`config.mk`:
```
export PLATFORM = sky130hd
export DESIGN_NAME = qmgpc_col_track
export DESIGN_NICKNAME = d
export VERILOG_FILES = /design/src/rtl/core/qmgpc_pkg.sv /design/src/rtl/core/qmgpc_col_track.sv
export SDC_FILE = /design/constraint.sdc
export NUM_CORES = 1
export LEC_CHECK = 0
export BUFFER_PORTS_ARGS = -buffer_cell sky130_fd_sc_hd__clkbuf_2
export CAP_MARGIN = 25
export CORE_UTILIZATION = 55
export CTS_BUF_LIST = sky130_fd_sc_hd__clkbuf_4
export DETAILED_ROUTE_END_ITERATION = 8
export HOLD_SLACK_MARGIN = 0.15
export PLACE_DENSITY = 0.8
export SYNTH_ARGS = -nofsm -noshare
export SYNTH_HDL_FRONTEND = slang
export SYNTH_SLANG_ARGS = --single-unit
```
`constraint.sdc`:
```
create_clock -name clk -period 4.1 [get_ports clk]
set_input_delay 0.205 -clock clk [delete_from_list [all_inputs] [get_ports clk]]
set_output_delay 0.205 -clock clk [all_outputs]
set_load 0.02 [all_outputs]
```
`src/rtl/core/qmgpc_pkg.sv`:
```
// Shared types, constants and the modular adder of the queen-move path counter.
package qmgpc_pkg;

  // Width of one path count and of every running sum.
  localparam int COUNT_W = 30;

  // Width of the row length register.
  localparam int ROW_LEN_W = 12;

  // Default depth of the line memories (largest supported row).
  localparam int MAX_COLS_DEF = 2048;

  // Counts are kept modulo this prime.
  localparam logic [COUNT_W-1:0] PATH_MOD = 30'd1000000007;

  // Row length after reset.
  localparam logic [ROW_LEN_W-1:0] ROW_LEN_RESET = 12'd2048;

  typedef logic [COUNT_W-1:0]   count_t;
  typedef logic [ROW_LEN_W-1:0] row_len_t;

  // Sum of two residues, reduced once: both inputs are below the modulus.
  function automatic count_t add_mod(count_t a, count_t b);
    logic [COUNT_W:0] s;
    s = {1'b0, a} + {1'b0, b};
    if (s >= {1'b0, PATH_MOD}) begin
      s = s - {1'b0, PATH_MOD};
    end
    return s[COUNT_W-1:0];
  endfunction

endpackage

```
`src/rtl/core/qmgpc_col_track.sv`:
```
// Column and top-row tracking for cells as they are accepted in raster order.
module qmgpc_col_track #(
  parameter int MAX_COLS = qmgpc_pkg::MAX_COLS_DEF
) (
  input  logic                        clk,
  input  logic                        rst_n,
  input  logic                        adv,
  input  logic                        grid_start,
  input  qmgpc_pkg::row_len_t         row_length,
  output logic [$clog2(MAX_COLS)-1:0] col,
  output logic                        first_row
);
  import qmgpc_pkg::*;

  localparam int CW = $clog2(MAX_COLS);
  localparam int LW = $clog2(MAX_COLS + 1);

  logic [CW-1:0] column_r;
  logic          first_row_r;
  logic [LW-1:0] len;
  logic [LW-1:0] col_inc;
  logic          wrap;

  // A row length of zero or beyond the memory depth means the full depth.
  always_comb begin
    if (row_length == '0 || 32'(row_length) > 32'(MAX_COLS)) begin
      len = LW'(MAX_COLS);
    end else begin
      len = LW'(row_length);
    end
  end

  // A start cell restarts the grid at column zero of the top row.
  assign col       = grid_start ? '0 : column_r;
  assign first_row = grid_start | first_row_r;
  assign col_inc   = LW'(col) + LW'(1);
  assign wrap      = (col_inc >= len);

  // Advance the position once per accepted cell.
  always_ff @(posedge clk) begin
    if (!rst_n) begin
      column_r    <= '0;
      first_row_r <= 1'b1;
    end else if (adv) begin
      if (wrap) begin
        column_r    <= '0;
        first_row_r <= 1'b0;
      end else begin
        column_r    <= col_inc[CW-1:0];
        first_row_r <= first_row;
      end
    end
  end

endmodule

```
# Word-level counts from Yosys, hierarchy flattened
# Cells that the tools add are included.
# Widths: inputs -> output; s select.
[classes]
n_addsub = 1
n_lt_le_gt_ge = 2
mux = 4
bitwise_logic = 1
n_reduce_logical = 2
[ops]
columns = ["cell", "count"]
rows = [
  ["$mux 11", 2],
  ["$add 11x1->12 const B", 1],
  ["$ge 12x12->1", 1],
  ["$gt 12x12->1 const B", 1],
  ["$logic_not 12->1", 1],
  ["$mux 12", 1],
  ["$logic_or 1x1->1", 1],
  ["$mux 1", 1],
  ["$or 1x1->1", 1],
]
[totals]
reg_bits = 12
input_bits = 16
output_inout_bits = 12
word_cells = 12

# Logic depth before layout (Yosys ltp)
[depth]
word_depth = 5
depth_mapped = 15

# Least setup slack after synthesis
# Ideal clock, no wire load.
[synth_path]
path_kind = "in2reg"
startpoint = "in grid_start"
endpoint = "reg first_row_r"
setup_time_ps = 145
arrival_time_ps = 2991
setup_slack_ps = 964
stages = 13
cell_sequence = "clkbuf_1 > nor2b_1 > ha_1 > nand2_1 > or3_4 > nor3b_2 > xnor2_1 > inv_1 > ha_1 > nand4_1 > o2111ai_1 > clkbuf_1 > o221ai_1"
[synth_via]
elab_chain_cells = 4
elab_cells_between_ends = 5
cone_classes = "add/sub: 1; order compare: 1; mux: 2; bitwise: 1"
[synth_rtl]
columns = ["item", "line_no", "source"]
rows = [
  ["from (decl)", "qmgpc_col_track.sv:8", "input logic grid_start,"],
  ["$mux 11", "qmgpc_col_track.sv:34", "assign col = grid_start ? '0 : column_r;"],
  ["net col[0]", "qmgpc_col_track.sv:10", "output logic [$clog2(MAX_COLS)-1:0] col,"],
  ["$add 11x1->12", "qmgpc_col_track.sv:36", "assign col_inc = LW'(col) + LW'(1);"],
  ["$ge 12x12->1", "qmgpc_col_track.sv:37", "assign wrap = (col_inc >= len);"],
  ["$mux 1", "qmgpc_col_track.sv:45", "if (wrap) begin"],
  ["to (signal assigned)", "qmgpc_col_track.sv:50", "first_row_r <= first_row;"],
  ["to (decl)", "qmgpc_col_track.sv:19", "logic first_row_r;"],
]
# The timed path passes the listed nets, and every way through them passes these cells.
# A chain may end at the register's enable or synchronous reset.

# Worst setup path after layout
[layout_path]
startpoint = "reg column_r[0]"
endpoint = "reg column_r[10]"
[layout_via]
elab_chain_cells = 4
[layout_rtl]
columns = ["item", "line_no", "source"]
rows = [
  ["from (decl)", "qmgpc_col_track.sv:18", "logic [CW-1:0] column_r;"],
  ["from (signal assigned)", "qmgpc_col_track.sv:49", "column_r <= col_inc[CW-1:0];"],
  ["$mux 11 *", "qmgpc_col_track.sv:34", ""],
  ["$add 11x1->12 *", "qmgpc_col_track.sv:36", ""],
  ["$ge 12x12->1", "qmgpc_col_track.sv:37", ""],
  ["$mux 11 *", "qmgpc_col_track.sv:45", ""],
]
# Every way passes the cells marked *; elsewhere a longest branch is shown, timed or not.

==> results_tabular.tex <==
\begin{tabular}{lr}
\hline
Metric & Value \\
\hline
\multicolumn{2}{l}{\textbf{Final layout}} \\
\quad Ant diodes & 0 \\
\quad Synth-to-layout area growth & 15.3\% \\
\quad Multi-input gate area & 788 sq um \\
\quad \# nets final & 193 \\
\quad Count of filler cells inserted in the layout & 166 \\
\quad Share of cells above drive strength 1 & 21.0\% \\
\quad FF+latch area & 240 sq um \\
\multicolumn{2}{l}{\textbf{STA}} \\
\quad Final Setup Violations & 0 \\
\quad Max Fclk & 293 MHz \\
\quad RSZ-0062 raised after global routing & false \\
\quad Worst Clk Skew & 0.776 ps \\
\quad Final critical-path share of the clock period & 83.2\% \\
\quad WHS & 331 ps \\
\quad Final-report max-slew violation count & 0 \\
\quad Final worst path period need & 3410 ps \\
\quad Transition time at the pin with the least slew margin & 1000 ps \\
\quad Setup\_tns & 0 ps \\
\quad Max-slew headroom at the worst pin & 33.0\% \\
\quad Final hold violation count & 0 \\
\multicolumn{2}{l}{\textbf{Die}} \\
\quad Number of cell rows & 15 \\
\quad Die outline height & 46.4 um \\
\quad Area of the die & 0.00215 sq mm \\
\quad Die outline width & 46.4 um \\
\quad Effective utilization at floorplan & 60.8\% \\
\quad Core region area & 0.00178 sq mm \\
\quad I/O pin total & 28 \\
\multicolumn{2}{l}{\textbf{Placed design}} \\
\quad HPWL after detailed placement & 1.86 mm \\
\quad GPL Wtd Cong & 0.823 \\
\quad Buffers added on ports & 27 \\
\multicolumn{2}{l}{\textbf{CTS}} \\
\quad Root Buffer & clkbuf\_4 \\
\quad Deepest level of the CTS H-tree & 1 \\
\quad Clock buffers created by TritonCTS & 3 \\
\quad Insertion delay to the later sink of the worst-skew pair & 270 ps \\
\quad Number of sinks on the clock net & 12 \\
\quad Post-CTS repair timing setup buffer count & 0 \\
\quad Count of hold-fix buffers inserted at cts & 0 \\
\quad Maximum number of buffers from clock root to sink & 2 \\
\quad Clock transition at the register clock pins on the worst setup and hold paths after CTS & 80 ps \\
\quad CTS resizes & 0 \\
\quad TritonCTS clock tree & yes \\
\multicolumn{2}{l}{\textbf{Route}} \\
\quad Drt pass-1 iters & 4 \\
\quad Avg WL per Cell & 12.5 um \\
\quad Total via count after detailed routing & 1053 \\
\quad Number of DRC markers after the initial detailed-route iteration & 5 \\
\quad Vias per cell & 5.63 \\
\quad WL final & 2.35 mm \\
\quad Post-detailed-route count of antenna-violating nets & 0 \\
\quad DRC violations left & 0 \\
\multicolumn{2}{l}{\textbf{Global routing}} \\
\quad Most heavily used metal layer in global routing & met2 \\
\quad Global Route Usage Sum & 23.9\% \\
\quad Maximum number of pins on one net before global-route repair & 19 \\
\quad Total congestion overflow & 0 \\
\quad Number of antenna violations at the first check in global routing & 0 \\
\quad GR met1 Demand/Resource & 30.7\% \\
\quad Via count of the first global-routing pass & 889 \\
\quad Routing usage on met2 & 39.7\% \\
\quad Met3 layer usage reported by global route & 2.35\% \\
\quad First-pass GRT wire length & 3.69 mm \\
\multicolumn{2}{l}{\textbf{Logic synthesis}} \\
\quad Syn\_nets & 167 \\
\quad Distinct cell type count of the synthesized netlist & 31 \\
\quad Number of synthesized register bits & 12 \\
\quad Number of warnings reported in the yosys synthesis log & 0 \\
\quad Mapped Area & 0.00108 sq mm \\
\quad Top FF cell, synth & dfxtp\_1 \\
\quad Synth top area cells & dfxtp\_1, ha\_1, nor2b\_1 \\
\quad Share of the synthesized area in the top cell type & 22.1\% \\
\quad Library cell occupying the most area in the post-synthesis netlist & dfxtp\_1 \\
\quad Sequential share of the synthesized area & 22.1\% \\
\quad Number of flops mapped to enable cells by yosys & 0 \\
\quad Gate count of the mapped netlist & 138 \\
\quad Share of flip-flops with an asynchronous set or reset after synthesis & 0\% \\
\quad Mean instance size in the synthesized netlist & 7.86 sq um \\
\multicolumn{2}{l}{\textbf{Power and ir drop}} \\
\quad Peak supply drop & 0.000134 V \\
\quad Leakage Power & 0.600 nW \\
\quad Ratio of total power to cell area & 190 mW/mm\^{}2 \\
\multicolumn{2}{l}{\textbf{Worst setup path}} \\
\quad CP endpoint kind & register \\
\quad Crit Path Max Fanout & 12 \\
\quad CP Data Required Time & 4280 ps \\
\quad Critical register-to-register path startpoint & column\_r[0] \\
\quad Worst EP arrival & 3590 ps \\
\quad Worst setup path startpoint & column\_r[0] \\
\quad Kind of critical path & register to register \\
\quad Critical path launch point type & register \\
\multicolumn{2}{l}{\textbf{Outcome}} \\
\quad Result of the run & complete, no violations \\
\multicolumn{2}{l}{\textbf{Min path}} \\
\quad HP Class & input port to register \\
\quad Startpoint of the worst hold path & adv \\
\multicolumn{2}{l}{\textbf{Job}} \\
\quad Max\_cap viols & 0 \\
\hline
\end{tabular}
sequential cells by signal, summed over array words and instances, names as in the netlist:
name         count
first_row_r      1
column_r        11
cells by family (layout without fill, tap and decap cells):
group | after synthesis | in the layout | synth area share, %
flip-flops | 12 | 12 | 22.1
buffers and inverters | 15 | 39 | 5.19
adder cells (fa/ha/maj) | 13 | 13 | 15.0
AO/OA/AOI/OAI | 22 | 22 | 12.9
AND/OR/NAND/NOR | 67 | 67 | 37.5
XOR/XNOR | 9 | 9 | 7.27
routing by layer:
layer	vias up	routed length, um
met1	489	1110
met2	28	1130
met5	-	0
li1	532	-
met3	4	57
met4	0	42
path summary, 6_finish.rpt:
path,end,slack [ps],cells past startpoint
worst max register to register,column_r[10],690,12
worst min-delay path,column_r[6],330,2
worst min register to register,column_r[9],490,2
worst max-delay path,column_r[10],690,12
cell type report:
| class | count | area share [%] |
|---|---|---|
| flip-flops and latches | 12 | 19.2 |
| clock buffers | 3 | 1.80 |
| well taps | 25 | 2.50 |
| multi-input cells | 111 | 63.0 |
| inverters | 9 | 2.70 |
| repair buffers | 27 | 10.8 |
synth_stat cells (4+ instances only):
cell	number
dfxtp_1	12
o21ai_1	7
nand2_1	11
xor2_1	7
nand2b_1	10
nand3_1	4
nor2_1	9
ha_1	13
nand3b_1	9
nor2b_1	11
clkbuf_1	6
a21oi_1	4
inv_1	9
power by group:
part	internal [mW]	switching, mW	total, mW
clock network	0.0340	0.0399	0.0739
logic	0.0183	0.0252	0.0435
registers	0.118	0.00145	0.120
worst max-delay path, stage by stage (launching register included):
cell	delay [ps]
dfxtp_1	370
nor2b_1	320
ha_1	270
nand2_1	90
or3_4	340
nor2_1	140
xnor2_1	170
inv_1	70
ha_1	310
nor2b_1	130
o21ai_0	200
o2111ai_1	520
o31ai_1	380
placed cells by master, fill, tap and decap left out, drive strengths merged, types with 2 or more instances in the layout:
master and n:
nor2b 11, o21ai 9, nand3b 9, ha 13, nor3 2, xor2 7
nand3 4, nor2 9, nand4 2, inv 9, nand2b 10, a21oi 4
or3 2, xnor2 2, nor4 3, clkbuf 30, nand2 11, o31ai 4
dfxtp 12
metrics by stage:
stage	std cells	instance area (sq um)	utilization, %	setup WS [ps]	power, mW
6_report	187	1250	70.2	688	0.237
5_1_grt	187	1250	70.2	366	0.248
4_1_cts	187	1250	70.2	691	0.239
3_5_place_dp	184	1230	68.9	610	0.166
3_3_place_gp	184	1230	68.9	763	0.165
2_1_floorplan	138	1080	-	964	0.151
Note: power is estimated with default switching activity, not from simulation.
